### src/hw/rtl/assert_macros.svh
// Assertion macros shared by the RTL of the decimal text converter.
// Depends on nothing; files that assert include it by name.
`ifndef ASSERT_MACROS_SVH
`define ASSERT_MACROS_SVH

// Check a property on every rising clock edge outside reset.
`define SID_ASSERT(lbl, clk, rst_n, prop, msg) \
  lbl: assert property (@(posedge clk) disable iff (!rst_n) prop) else $error(msg);

// Check that a condition never holds outside reset.
`define SID_NEVER(lbl, clk, rst_n, cond, msg) \
  lbl: assert property (@(posedge clk) disable iff (!rst_n) !(cond)) else $error(msg);

`endif

### src/hw/rtl/sid_pkg.sv
// Package for the signed 64-bit to decimal ASCII converter.
// Holds sizes, character codes and the digit cell control struct.
`timescale 1ns / 1ps

package sid_pkg;

  localparam int unsigned ValueWidth = 64;
  localparam int unsigned NumDigits  = 19;
  localparam int unsigned MaxChars   = 20;
  localparam int unsigned CapWidth   = 8;
  localparam int unsigned LenWidth   = 5;
  localparam int unsigned DigCntW    = $clog2(NumDigits + 1);
  localparam int unsigned BitCntW    = $clog2(ValueWidth);

  localparam logic [7:0]          CharZero  = 8'h30;
  localparam logic [7:0]          CharMinus = 8'h2D;
  localparam logic [CapWidth-1:0] CapReset  = 8'd128;

  typedef struct packed {
    logic clr;
    logic dabble;
    logic dshift;
  } cell_ctrl_t;

endpackage

### src/hw/rtl/signed_int64_to_decimal_ascii.sv
// Converts one signed 64-bit integer per input beat into decimal ASCII text, one character
// per output beat, most significant first, with a leading '-' for negatives. Every text beat
// carries the total length; text that does not fit below the buffer capacity register gives
// one too-long beat instead, with length zero. One value at a time: acceptance, bit-serial
// conversion of the magnitude through a row of 19 BCD digit cells, a step that drops leading
// zeros, then one character per cycle while the output takes beats; an output stall holds
// the block until the beat is taken.
// Uses sid_pkg, sid_digit_cell and assert_macros.svh.
`timescale 1ns / 1ps
`include "assert_macros.svh"

module signed_int64_to_decimal_ascii (
  input  logic                            clk_i,
  input  logic                            rst_ni,
  input  logic                            cfg_valid_i,
  output logic                            cfg_ready_o,
  input  logic [sid_pkg::CapWidth-1:0]    cfg_data_i,
  input  logic                            in_valid_i,
  output logic                            in_ready_o,
  input  logic signed [sid_pkg::ValueWidth-1:0] value_i,
  output logic                            out_valid_o,
  input  logic                            out_ready_i,
  output logic [7:0]                      char_code_o,
  output logic                            is_last_o,
  output logic [sid_pkg::LenWidth-1:0]    text_length_o,
  output logic                            too_long_o
);
  import sid_pkg::*;

  typedef enum logic [4:0] {
    S_IDLE = 5'b00001,
    S_CONV = 5'b00010,
    S_NORM = 5'b00100,
    S_EMIT = 5'b01000,
    S_REJ  = 5'b10000
  } state_e;

  state_e                state_q, state_d;
  logic [CapWidth-1:0]   cap_q;
  logic [ValueWidth-1:0] mag_q, mag_d;
  logic                  neg_q, neg_d;
  logic [BitCntW-1:0]    bit_cnt_q, bit_cnt_d;
  logic [DigCntW-1:0]    ndig_q, ndig_d;
  logic [LenWidth-1:0]   len_q, len_d;
  logic [LenWidth-1:0]   rem_q, rem_d;
  logic                  sign_q, sign_d;
  logic                  out_valid_q, out_valid_d;
  logic [7:0]            char_q, char_d;
  logic                  last_q, last_d;
  logic [LenWidth-1:0]   olen_q, olen_d;
  logic                  tlong_q, tlong_d;

  logic [ValueWidth-1:0] raw;
  logic [LenWidth-1:0]   len_calc;
  logic                  out_free;
  cell_ctrl_t            ctrl;
  logic [3:0]            digit_w [NumDigits];
  logic                  carry_w [NumDigits];
  logic [3:0]            top_digit;

  assign raw       = value_i;
  assign top_digit = digit_w[NumDigits-1];
  assign out_free  = !out_valid_q || out_ready_i;
  assign len_calc  = LenWidth'(ndig_q) + LenWidth'(neg_q);

  for (genvar i = 0; i < NumDigits; i++) begin : g_cell
    if (i == 0) begin : g_first
      sid_digit_cell u_cell (
        .clk_i   (clk_i),
        .rst_ni  (rst_ni),
        .ctrl_i  (ctrl),
        .bit_i   (mag_q[ValueWidth-1]),
        .digit_i (4'd0),
        .bit_o   (carry_w[i]),
        .digit_o (digit_w[i])
      );
    end else begin : g_rest
      sid_digit_cell u_cell (
        .clk_i   (clk_i),
        .rst_ni  (rst_ni),
        .ctrl_i  (ctrl),
        .bit_i   (carry_w[i-1]),
        .digit_i (digit_w[i-1]),
        .bit_o   (carry_w[i]),
        .digit_o (digit_w[i])
      );
    end
  end

  always_comb begin
    state_d     = state_q;
    mag_d       = mag_q;
    neg_d       = neg_q;
    bit_cnt_d   = bit_cnt_q;
    ndig_d      = ndig_q;
    len_d       = len_q;
    rem_d       = rem_q;
    sign_d      = sign_q;
    ctrl        = '0;
    out_valid_d = out_valid_q && !out_ready_i;
    char_d      = char_q;
    last_d      = last_q;
    olen_d      = olen_q;
    tlong_d     = tlong_q;

    unique case (state_q)
      S_IDLE: begin
        if (in_valid_i) begin
          neg_d     = raw[ValueWidth-1];
          mag_d     = raw[ValueWidth-1] ? (~raw + 1'b1) : raw;
          bit_cnt_d = '0;
          ctrl.clr  = 1'b1;
          state_d   = S_CONV;
        end
      end
      S_CONV: begin
        ctrl.dabble = 1'b1;
        mag_d       = {mag_q[ValueWidth-2:0], 1'b0};
        bit_cnt_d   = bit_cnt_q + 1'b1;
        if (bit_cnt_q == BitCntW'(ValueWidth - 1)) begin
          ndig_d  = DigCntW'(NumDigits);
          state_d = S_NORM;
        end
      end
      S_NORM: begin
        if (top_digit == 4'd0 && ndig_q != DigCntW'(1)) begin
          ctrl.dshift = 1'b1;
          ndig_d      = ndig_q - 1'b1;
        end else begin
          len_d  = len_calc;
          rem_d  = len_calc;
          sign_d = neg_q;
          if ({{(CapWidth-LenWidth){1'b0}}, len_calc} >= cap_q) begin
            state_d = S_REJ;
          end else begin
            state_d = S_EMIT;
          end
        end
      end
      S_EMIT: begin
        if (out_free) begin
          out_valid_d = 1'b1;
          last_d      = (rem_q == LenWidth'(1));
          olen_d      = len_q;
          tlong_d     = 1'b0;
          rem_d       = rem_q - 1'b1;
          if (sign_q) begin
            char_d = CharMinus;
            sign_d = 1'b0;
          end else begin
            char_d      = CharZero + {4'd0, top_digit};
            ctrl.dshift = 1'b1;
          end
          if (rem_q == LenWidth'(1)) begin
            state_d = S_IDLE;
          end
        end
      end
      S_REJ: begin
        if (out_free) begin
          out_valid_d = 1'b1;
          char_d      = 8'd0;
          last_d      = 1'b1;
          olen_d      = '0;
          tlong_d     = 1'b1;
          state_d     = S_IDLE;
        end
      end
      default: begin
        state_d = S_IDLE;
      end
    endcase
  end

  always_ff @(posedge clk_i or negedge rst_ni) begin
    if (!rst_ni) begin
      state_q     <= S_IDLE;
      cap_q       <= CapReset;
      out_valid_q <= 1'b0;
      bit_cnt_q   <= '0;
      ndig_q      <= '0;
      rem_q       <= '0;
      sign_q      <= 1'b0;
    end else begin
      state_q     <= state_d;
      out_valid_q <= out_valid_d;
      bit_cnt_q   <= bit_cnt_d;
      ndig_q      <= ndig_d;
      rem_q       <= rem_d;
      sign_q      <= sign_d;
      if (cfg_valid_i) begin
        cap_q <= cfg_data_i;
      end
    end
  end

  always_ff @(posedge clk_i) begin
    mag_q   <= mag_d;
    neg_q   <= neg_d;
    len_q   <= len_d;
    char_q  <= char_d;
    last_q  <= last_d;
    olen_q  <= olen_d;
    tlong_q <= tlong_d;
  end

  assign cfg_ready_o   = 1'b1;
  assign in_ready_o    = (state_q == S_IDLE);
  assign out_valid_o   = out_valid_q;
  assign char_code_o   = char_q;
  assign is_last_o     = last_q;
  assign text_length_o = olen_q;
  assign too_long_o    = tlong_q;

  `SID_ASSERT(a_accept_conv, clk_i, rst_ni, in_valid_i && in_ready_o |=> state_q == S_CONV, "accepted beat did not start conversion")
  `SID_NEVER(a_no_overflow, clk_i, rst_ni, state_q == S_CONV && carry_w[NumDigits-1], "digit row overflowed")
  `SID_NEVER(a_emit_rem, clk_i, rst_ni, state_q == S_EMIT && rem_q == '0, "emitting with no characters left")
  `SID_ASSERT(a_reject_beat, clk_i, rst_ni, out_valid_o && too_long_o |-> is_last_o && text_length_o == '0 && char_code_o == 8'd0, "malformed too-long beat")
  `SID_ASSERT(a_char_set, clk_i, rst_ni, out_valid_o && !too_long_o |-> char_code_o == CharMinus || (char_code_o >= CharZero && char_code_o <= CharZero + 8'd9), "bad character code")

endmodule

### src/hw/rtl/sid_digit_cell.sv
// One BCD digit cell of the conversion row.
// Adds three and shifts during conversion, moves digits up during normalization and emission; uses sid_pkg.
`timescale 1ns / 1ps
`include "assert_macros.svh"

module sid_digit_cell (
  input  logic               clk_i,
  input  logic               rst_ni,
  input  sid_pkg::cell_ctrl_t ctrl_i,
  input  logic               bit_i,
  input  logic [3:0]         digit_i,
  output logic               bit_o,
  output logic [3:0]         digit_o
);
  import sid_pkg::*;

  logic [3:0] digit_q, digit_d;
  logic [3:0] adj;

  always_comb begin
    adj = (digit_q >= 4'd5) ? (digit_q + 4'd3) : digit_q;
  end

  assign bit_o   = adj[3];
  assign digit_o = digit_q;

  always_comb begin
    if (ctrl_i.clr) begin
      digit_d = 4'd0;
    end else if (ctrl_i.dabble) begin
      digit_d = {adj[2:0], bit_i};
    end else if (ctrl_i.dshift) begin
      digit_d = digit_i;
    end else begin
      digit_d = digit_q;
    end
  end

  always_ff @(posedge clk_i or negedge rst_ni) begin
    if (!rst_ni) begin
      digit_q <= 4'd0;
    end else begin
      digit_q <= digit_d;
    end
  end

  `SID_ASSERT(a_digit_bcd, clk_i, rst_ni, digit_q <= 4'd9, "digit cell left BCD range")
  `SID_ASSERT(a_clr_zero, clk_i, rst_ni, ctrl_i.clr |=> digit_q == 4'd0, "clear did not zero cell")

endmodule
### config.mk
export PLATFORM = sky130hd
export DESIGN_NAME = signed_int64_to_decimal_ascii
export DESIGN_NICKNAME = d
export VERILOG_FILES = /design/src/hw/rtl/sid_pkg.sv /design/src/hw/rtl/signed_int64_to_decimal_ascii.sv /design/src/hw/rtl/sid_digit_cell.sv
export VERILOG_INCLUDE_DIRS = /design/src /design/src/hw/rtl
export SDC_FILE = /design/constraint.sdc
export NUM_CORES = 1
export LEC_CHECK = 0
export BUFFER_PORTS_ARGS = -buffer_cell sky130_fd_sc_hd__buf_2
export CELL_PAD_IN_SITES_DETAIL_PLACEMENT = 0
export CELL_PAD_IN_SITES_GLOBAL_PLACEMENT = 1
export CORE_MARGIN = 2
export CORE_UTILIZATION = 51
export DETAILED_ROUTE_END_ITERATION = 7
export GPL_TIMING_DRIVEN = 0
export HOLD_SLACK_MARGIN = 0.05
export PLACE_DENSITY_LB_ADDON = 0.05
export SYNTH_ARGS = -nofsm -noshare
export SYNTH_HDL_FRONTEND = slang
export SYNTH_SLANG_ARGS = --single-unit
### constraint.sdc
create_clock -name clk_i -period 11.81 [get_ports clk_i]
set_input_delay 1.181 -clock clk_i [delete_from_list [all_inputs] [get_ports clk_i]]
set_output_delay 1.181 -clock clk_i [all_outputs]
set_load 0.02 [all_outputs]
=== Yosys cells after proc, flatten, opt, wreduce, memory -nomap -nowiden ===
Index checks and enable logic that the tools add are counted.

* Multiplexer cells: 118
* Add/sub/neg operators: 25
* Order comparisons: 20
* Bitwise logic cells: 2
* Equal/unequal tests: 15
* Reduce and logical (&&, ||, !) cells: 19

{| class="wikitable"
|+ Operator list
! cell !! number
|-
| 2-to-1 mux 4 bit || 75
|-
| 2-to-1 mux 64 bit || 2
|-
| case mux 64 bit (2 select lines) || 1
|-
| >= comparator 4 x 3 -> 1 bit, second input constant || 19
|-
| adder 4 x 2 -> 4 bit, second input constant || 18
|-
| 2-to-1 mux 5 bit || 13
|-
| adder 64 x 1 -> 64 bit, second input constant || 1
|-
| NOT 64 bit || 1
|-
| case mux 5 bit (2 select lines) || 3
|-
| case mux 5 bit (5 select lines) || 1
|-
| 2-to-1 mux 8 bit || 2
|-
| case mux 8 bit (2 select lines) || 1
|-
| inequality test 2 bit, second input constant || 7
|-
| 2-to-1 mux 1 bit || 12
|-
| case mux 6 bit (2 select lines) || 1
|-
| equality test 5 x 1 -> 1 bit, second input constant || 2
|-
| subtractor 5 x 1 -> 5 bit, second input constant || 2
|-
| AND reduction 3 bit || 3
|-
| >= comparator 5 x 8 -> 1 bit || 1
|-
| case mux 1 bit (2 select lines) || 4
|-
| nonzero test 2 bit || 4
|-
| adder 6 x 4 -> 7 bit, first input constant || 1
|-
| 2-to-1 mux 7 bit || 1
|-
| adder 6 x 1 -> 6 bit, second input constant || 1
|-
| other kinds (19) || 23
|}

* Register bits after elaboration: 192
* Output and inout bits: 18
* Word-level logic and storage cells: 232

=== Longest topological paths before layout ===
Gate-level depths: netlist of run 1.

* Depth in word-level cells: 7
* Mapped depth: 10
* Mapped depth without buffers: 9

=== Modules after synthesis ===
From an unflattened synthesis of run 1, not the netlist that was laid out.

* Cell total of the unflattened synthesis: 1391
* Area total of the unflattened synthesis: 12993.7 µm²

{| class="wikitable"
|+ Modules (own cells, without submodules)
! module !! cells an instance !! instances !! seq. area each (µm²) !! area an instance (µm²)
|-
| sid_digit_cell || 39 || 19 || 100.1 || 344.1
|-
| signed_int64_to_decimal_ascii || 650 || 1 || 3270.6 || 6456.2
|}

=== Least setup slack after synthesis of run 1 ===
OpenSTA, ideal clock, no wires.

* Path kind: input to register
* Start point: input port in_valid_i
* End point: register mag_q[0], enable pin
* Arrival: 3808 ps
* Path buffers: 2
* Setup time: 453 ps
* Setup slack: 7549 ps
* Cell stages on the path: 5
* Path through: and4b_1 nor2_1 inv_1 clkbuf_1 clkbuf_1

* Cells in the longest elaborated chain, start to end: 2

{| class="wikitable"
|+ Ends and longest elaborated chain
! element !! RTL line !! source
|-
| from (decl) || signed_int64_to_decimal_ascii.sv:18 || <nowiki>input logic in_valid_i,</nowiki>
|-
| inequality test 2 bit (no source line) || n/a ||
|-
| AND reduction 2 bit (no source line) || n/a ||
|-
| to (signal assigned) || signed_int64_to_decimal_ascii.sv:198 || <nowiki>mag_q <= mag_d;</nowiki>
|-
| to (decl) || signed_int64_to_decimal_ascii.sv:40 || <nowiki>logic [ValueWidth-1:0] mag_q, mag_d;</nowiki>
|}

No other way between the ends.
A chain may end at the register's enable or synchronous reset.

=== Final worst setup path of run 1 ===
* Start point: register state_q[3]
* End point: register mag_q[38], enable pin

* Cells in the longest elaborated chain, start to end: 3

{| class="wikitable"
|+ Ends and longest elaborated chain
! element !! RTL line !! source
|-
| from (decl) || signed_int64_to_decimal_ascii.sv:38 || <nowiki>state_e state_q, state_d;</nowiki>
|-
| from (signal assigned) || signed_int64_to_decimal_ascii.sv:185 || <nowiki>state_q <= state_d;</nowiki>
|-
| equality test 5 x 1 -> 1 bit / equality test 5 x 2 -> 1 bit (equally long branches) || signed_int64_to_decimal_ascii.sv:106 || <nowiki>unique case (state_q)</nowiki>
|-
| inequality test 2 bit (no source line) / nonzero test 2 bit (equally long branches) || n/a ||
|-
| AND reduction 2 bit (no source line) (*) || n/a ||
|}

Mark *: on every way between the ends. The rest lies on a longest branch, timed or not.

==> summary.txt, run 1 <==
Route
  – Via count: 9,711
  – Total routed wirelength: 30.48 mm
  – First-iteration detailed-routing DRC count: 678
  – Detailed Routing Iterations Pass 1: 5
  – # DRC: 0
  – Routed len/inst: 18.84 microns
  – Post-route ant nets: 0
  – Via density: 6.002

Yosys
  – Seq/Total Area, Yosys: 44.93%
  – Synth cell types: 71
  – Mapped Avg Cell Area: 9.500 sq um
  – Post-synthesis cell count: 1,212
  – Number of synthesized flops with an enable pin: 83
  – Synth area leaders: dfrtp_1, edfxtp_1, ha_1, o21ai_0, xor2_1
  – Async S/R FF share, synth: 56.32%
  – Warnings from Yosys: 0
  – Cell Area, Synth: 0.01151 sq mm
  – Synth Register Bits: 190
  – Area share of the largest cell type after synthesis: 22.82%
  – Most common flop cell mapped by yosys: dfrtp_1
  – Cell accounting for the most synthesized area: dfrtp_1

Clock tree
  – Clock-pin slew on the worst setup and hold paths: 0.08 ns
  – Cts-stage hold buffer count: 0
  – Post_cts resized: 0
  – Post-CTS Setup Bufs: 0
  – Max H-tree Level: 4
  – Clock sink total: 190
  – TritonCTS Buffers: 17
  – Root buffer cell: clkbuf_16
  – Worst skew pair latency: 0.45 ns
  – TritonCTS clock tree: built
  – Max Root-Sink Buffers: 2

Global route
  – Vias in the first global route: 9,633
  – Met3 GRT Util: 3.755%
  – Total congestion overflow: 0
  – Met1 usage: 37.53%
  – Initial antenna violation count: 0
  – Busiest layer in global routing: met2
  – Pin count of the biggest net entering global routing: 59
  – First-pass GRT wire length: 50.67 mm
  – Met2 usage: 43.92%
  – GRT Overall Usage: 26.85%

Hold path
  – Min-Delay Path Depth: 2
  – Hold Crit Class: reg2reg
  – Min-delay src: mag_q[63]$_DFFE_PP_

Die
  – Die area: 0.02379 sq mm
  – Total core area: 0.02196 sq mm
  – I/O pin count: 95
  – Die width: 154.3 microns
  – Initial cell density of the core: 52.43%
  – Row count: 54
  – Die height: 154.3 microns

Setup path
  – Worst path bufs/invs: 5
  – CP delay by family, top: buffers and inverters
  – CP Depth: 8
  – Crit. End Element: flop
  – Crit Reg-Reg Startpoint: state_q[3]$_DFFE_PN0P_
  – CP most frequent cell: clkbuf_1
  – WS Path Type: reg2reg
  – Worst-path fanout max: 39
  – Critical path cell sequence: nor3_1, and3b_1, clkbuf_1, nor2_1, inv_1, clkbuf_1, clkbuf_4, buf_12
  – R2R depth: 8
  – Critical path arrival: 3.60 ns
  – Crit path from: state_q[3]$_DFFE_PN0P_
  – Worst path max stage delay: 0.65 ns
  – CP Data Required Time: 11.94 ns
  – Critical-path top delay cell: clkbuf_4
  – Startpoint Class: flop

Timing
  – Max_slew headroom: 35.20%
  – RSZ-0062 raised after global routing: false
  – Final Hold Fails: 0
  – Fin crit period: 3.471 ns
  – Final Slew Violations: 0
  – Fmax: 288.1 MHz
  – Fin Setup TNS: 0 ns
  – Final Cycle Share: 29.39%
  – Final clock skew: 0.01334 ns
  – Final setup violation count: 0
  – Worst-margin pin slew: 0.9684 ns

Placed design
  – Final GP Congestion: 0.8792
  – # placed instances: 1,586
  – PortBufs: 91
  – Hpwl dp: 21.37 mm

Power
  – PD cells: 239.1 mW/mm^2
  – Worst vdd ir: 0.1360 mV
  – Pleak: 0.005122 uW
  – Total power: 3099 uW

Layout
  – N_diodes: 0
  – Non-Filler Instances: 1,618
  – Layout Area Growth over Synthesis: 12.56%
  – Final #Nets: 1,454
  – Proportion of layout cells with a drive suffix above 1: 13.08%

Run
  – Max-cap viol count: 0

Outcome
  – Status: finished, final reports clean
==> synthesized netlist by cell type, types with 6 or more instances <==
cell type  count
a211oi_1      19
a21oi_1       92
a22oi_1       18
a32oi_1       10
and2_1         7
buf_1          8
clkbuf_1      45
dfrtp_1      105
edfxtp_1      83
ha_1          52
inv_1         54
mux2i_1       27
nand2_1      116
nand2b_1      25
nand3_1       13
nor2_1        84
nor3_1        26
nor3b_1       28
nor4_1         8
o21ai_0      128
o22ai_1       39
o31ai_1       19
o31ai_2        6
o41ai_1        8
or2_2          8
or3_1         10
or4_1          6
xnor2_1       26
xor2_1        57
==> worst min-delay path, stage by stage (launching register included) <==
cell,delay [ns]
edfxtp_1,0.37
nand2_1,0.05
o21ai_0,0.06
==> layer usage <==
| metal | routed length [microns] | up-vias |
|---|---|---|
| met5 | 0 | - |
| met4 | 513 | 0 |
| met3 | 1704 | 43 |
| met2 | 14030 | 273 |
| met1 | 14230 | 4745 |
| li1 | - | 4650 |
==> logic make-up (layout without fill, tap and decap cells) <==
group / after synthesis / count (layout) / share of synthesized area (%)
compound gates: 372 / 372 / 20.00
other cells: 2 / 3 / 0.06523
flops: 190 / 190 / 44.93
mux: 31 / 31 / 2.739
buf+inv: 118 / 243 / 4.108
fa+ha+maj: 52 / 52 / 5.651
xor+xnor: 83 / 83 / 6.314
simple gates: 364 / 364 / 16.20
==> final cells by class <==
type | count | area [sq um]
buffer | 64 | 274.0
clock buffer | 17 | 425.4
clock inverter | 15 | 153.9
fill | 2016 | 8999
inverter | 54 | 202.7
multi-input combinational | 905 | 5872
sequential | 190 | 5172
tap | 280 | 350.3
timing repair buffer | 93 | 509.2
==> worst paths after layout <==
check                                                                   to  slack (ns)
setup / recovery                                       mag_q[38]$_DFFE_PP_        8.34
hold / removal             g_cell[0].g_first.u_cell.digit_o[0]$_DFFE_PN0P_        0.51
setup reg to reg                                       mag_q[38]$_DFFE_PP_        8.34
hold reg to reg            g_cell[0].g_first.u_cell.digit_o[0]$_DFFE_PN0P_        0.51
max in group asynchronous                           state_q[0]$_DFFE_PN1P_       10.40
min in group asynchronous                             cap_q[2]$_DFFE_PN0P_        0.68
==> flip-flops by register name, summed over array words and instances, names as in the netlist <==
| name | count |
|---|---|
| too_long_o | 1 |
| neg_q | 1 |
| cap_q | 8 |
| state_q | 5 |
| mag_q | 64 |
| out_valid_o | 1 |
| bit_cnt_q | 6 |
| text_length_o | 5 |
| char_code_o | 6 |
| is_last_o | 1 |
| len_q | 5 |
| g_cell.g_first.u_cell.digit_o | 4 |
| g_cell.g_rest.u_cell.digit_o | 72 |
| rem_q | 5 |
| sign_q | 1 |
| ndig_q | 5 |
==> cells in the final DEF, fill, tap and decap left out, drive strengths merged, types with 28 or more instances in the layout <==
master	n
nor3b	28
o21ai	132
nand2	116
edfxtp	83
xor2	57
inv	61
nor2	84
ha	52
dfrtp	105
o22ai	39
clkbuf	63
buf	111
a21oi	92
==> through the flow <==
step	setup slack, ns	utilization (%)	hold slack (ns)	area, sq um
2_1_floorplan	7.549	-	0.4260	11520
3_3_place_gp	5.861	56.12	0.4725	12320
4_1_cts	8.336	59.02	0.5057	12960
6_report	8.339	59.02	0.5079	12960
3_5_place_dp	7.985	56.38	0.4883	12380
5_1_grt	8.112	59.02	0.5353	12960
==> power by group <==
part / switching (uW) / internal, uW
combinational: 817 / 483
clock: 295 / 282
sequential: 214 / 1010
No activity file was read; power rests on OpenSTA's default activity.
==> run 2, diff against run 1 <==
--- a/config.mk
+++ b/config.mk
@@ -10,7 +10,7 @@
 export CELL_PAD_IN_SITES_DETAIL_PLACEMENT = 0
 export CELL_PAD_IN_SITES_GLOBAL_PLACEMENT = 1
 export CORE_MARGIN = 2
-export CORE_UTILIZATION = 51
+export CORE_UTILIZATION = 47
 export DETAILED_ROUTE_END_ITERATION = 7
 export GPL_TIMING_DRIVEN = 0
 export HOLD_SLACK_MARGIN = 0.05
==> constraint.sdc (replaced) <==
create_clock -name clk_i -period 3.2 [get_ports clk_i]
set_input_delay 0.32 -clock clk_i [delete_from_list [all_inputs] [get_ports clk_i]]
set_output_delay 0.32 -clock clk_i [all_outputs]
set_load 0.02 [all_outputs]
==> summary.txt, run 2 (synthesized netlist as in run 1, its figures left out) <==
Outcome
  – Status: finished, final reports clean (unchanged)

Layout
  – Final #Nets: 1,455 (was 1,454)
  – Most frequent cells in the layout: o21ai_0, nand2_1, dfrtp_1 (unchanged)
  – Proportion of layout cells with a drive suffix above 1: 13.22% (was 13.08%)
  – Register area: 0.005172 sq mm (unchanged)
  – Commonest non-fill, non-tap cell in the layout: o21ai_0 (unchanged)
  – Layout Area Growth over Synthesis: 13.28% (was 12.56%)
  – N_diodes: 0 (unchanged)
  – Multi-input logic area: 0.005872 sq mm (unchanged)
  – FILL cells: 2,269 (was 2,016)
  – Max reg flops: 72 (unchanged)

Timing
  – Final setup violation count: 0 (unchanged)
  – Worst-margin pin slew: 0.9331 ns (was 0.9684 ns)
  – Fin crit period: 2.978 ns (was 3.471 ns)
  – Max_slew headroom: 37.57% (was 35.20%)
  – Final Cycle Share: 93.05% (was 29.39%)
  – Final Slew Violations: 0 (unchanged)
  – Hold WS: 0.08023 ns (was 0.5079 ns)
  – RSZ-0062 raised after global routing: false (unchanged)
  – Final Hold Fails: 0 (unchanged)
  – Fmax: 335.8 MHz (was 288.1 MHz)
  – Final clock skew: 0.01588 ns (was 0.01334 ns)

Clock tree
  – Clock sink total: 190 (unchanged)
  – Post-CTS Setup Bufs: 0 (unchanged)
  – Root buffer cell: clkbuf_16 (unchanged)
  – Max H-tree Level: 4 (unchanged)
  – Worst skew pair latency: 0.45 ns (about the same)
  – TritonCTS clock tree: built (unchanged)
  – TritonCTS Buffers: 17 (unchanged)
  – Clock-pin slew on the worst setup and hold paths: 0.08 ns (about the same)
  – Max Root-Sink Buffers: 2 (unchanged)

Power
  – Pleak: 0.005146 uW (was 0.005122 uW)
  – PD cells: 880.8 mW/mm^2 (was 239.1 mW/mm^2)
  – Total power: 11,490 uW (was 3099 uW)
  – Worst vdd ir: 0.4628 mV (was 0.1360 mV)

Global route
  – Initial antenna violation count: 0 (unchanged)
  – Busiest layer in global routing: met2 (unchanged)
  – Pin count of the biggest net entering global routing: 75 (was 59)
  – Met3 GRT Util: 2.996% (was 3.755%)
  – Met2 usage: 40.97% (was 43.92%)
  – Vias in the first global route: 9,101 (was 9,633)
  – Met1 usage: 34.69% (was 37.53%)
  – GRT Overall Usage: 24.65% (was 26.85%)
  – First-pass GRT wire length: 50.16 mm (was 50.67 mm)
  – Total congestion overflow: 0 (unchanged)

Die
  – Row count: 57 (was 54)
  – Die width: 160.5 microns (was 154.3 microns)
  – Die height: 160.5 microns (was 154.3 microns)
  – Die area: 0.02577 sq mm (was 0.02379 sq mm)
  – Total core area: 0.02418 sq mm (was 0.02196 sq mm)
  – Initial cell density of the core: 47.62% (was 52.43%)
  – I/O pin count: 95 (unchanged)

Setup path
  – WS Path Type: reg2reg (unchanged)
  – CP Data Required Time: 3.49 ns (was 11.94 ns)
  – Crit. End Element: flop (unchanged)
  – Startpoint Class: flop (unchanged)
  – Critical path arrival: 3.27 ns (was 3.60 ns)
  – Worst-path fanout max: 10 (was 39)

Hold path
  – Hold Crit Class: in2reg (was reg2reg)

Placed design
  – Hpwl dp: 21.76 mm (was 21.37 mm)
  – Final GP Congestion: 0.8292 (was 0.8792)
  – PortBufs: 91 (unchanged)

Route
  – Via count: 9,391 (was 9,711)
  – Routed len/inst: 18.63 microns (was 18.84 microns)
  – Total routed wirelength: 30.99 mm (was 30.48 mm)
  – First-iteration detailed-routing DRC count: 563 (was 678)
  – Via density: 5.647 (was 6.002)
  – Post-route ant nets: 0 (unchanged)
  – Detailed Routing Iterations Pass 1: 5 (unchanged)
  – # DRC: 0 (unchanged)

Run
  – Max-cap viol count: 0 (unchanged)
-- run 2: cell count changes in the layout (fill, tap and decap cells not counted), sizes merged --
cell | previous run | this run
dlygate4sd3 | 0 | 1
clkinv | 6 | 4
clkinvlp | 2 | 0
inv | 61 | 64
buf | 111 | 112
-- run 2: final timing paths --
check / start / end / slack (ns) / cells after the start
setup reg to reg: g_cell[18].g_rest.u_cell.digit_o[0]$_DFFE_PN0P_ / g_cell[9].g_rest.u_cell.digit_o[0]$_DFFE_PN0P_ / 0.22 / 10
min in group asynchronous: rst_ni / cap_q[1]$_DFFE_PN0P_ / 0.33 / 2
setup / recovery: g_cell[18].g_rest.u_cell.digit_o[0]$_DFFE_PN0P_ / g_cell[9].g_rest.u_cell.digit_o[0]$_DFFE_PN0P_ / 0.22 / 10
max in group asynchronous: rst_ni / g_cell[15].g_rest.u_cell.digit_o[0]$_DFFE_PN0P_ / 2.17 / 3
hold / removal: cfg_data_i[4] / cap_q[4]$_DFFE_PN0P_ / 0.08 / 3
hold reg to reg: mag_q[63]$_DFFE_PP_ / g_cell[0].g_first.u_cell.digit_o[0]$_DFFE_PN0P_ / 0.47 / 2
-- run 2: report_power, final --
part / total, uW / internal [uW] / switching, uW
Sequential: 4480 / 3710 / 767
Clock: 2150 / 1080 / 1070
Combinational: 4850 / 1800 / 3050
Total: 11500 / 6600 / 4890
-- run 2: repair_timing --
action | in CTS | in global routing
hold buffers | 1 | 0
endpoints found under the hold margin | 31 | 0
pin swaps | 0 | 0
setup endpoints to repair | 73 | 39
resized for setup | 2 | 3
-- run 2: cell type report --
cell class | instances | share of cell area, %
repair buffers | 94 | 3.981
clock inverters | 14 | 1.046
plain buffers | 64 | 2.178
multi-input cells | 905 | 45.02
flip-flops and latches | 190 | 39.66
inverters | 54 | 1.554
well taps | 324 | 3.108
clock buffers | 18 | 3.454
-- run 2: metrics by stage --
stage | utilization [%] | instance area (sq um) | setup TNS, ns | setup slack (ns) | std cells
after floorplan | - | 11520 | 0 | 0.3354 | 1213
after global placement | 51.20 | 12380 | -68.17 | -0.9453 | 1628
after detailed placement | 51.44 | 12440 | -17.49 | -0.3835 | 1630
after CTS | 53.94 | 13040 | 0 | 0.1476 | 1663
after global routing | 53.95 | 13040 | 0 | 0.03455 | 1663
final | 53.95 | 13040 | 0 | 0.2224 | 1663
-- run 2: critical path, cell delays in order, from the launching register on --
cell and delay, ns:
dfrtp_1 0.43, inv_1 0.12, ha_1 0.15, or3b_2 0.48, or2_2 0.34, o32ai_1 0.10, buf_2 0.29, buf_1 0.59
nor2_1 0.09, a21oi_1 0.14, o22ai_1 0.10
-- run 2: routing by layer --
metal | share of wire, % | vias up
li1 | - | 4644
met1 | 47 | 4515
met2 | 48 | 211
met3 | 3.9 | 21
met4 | 1.2 | 0
met5 | 0 | -
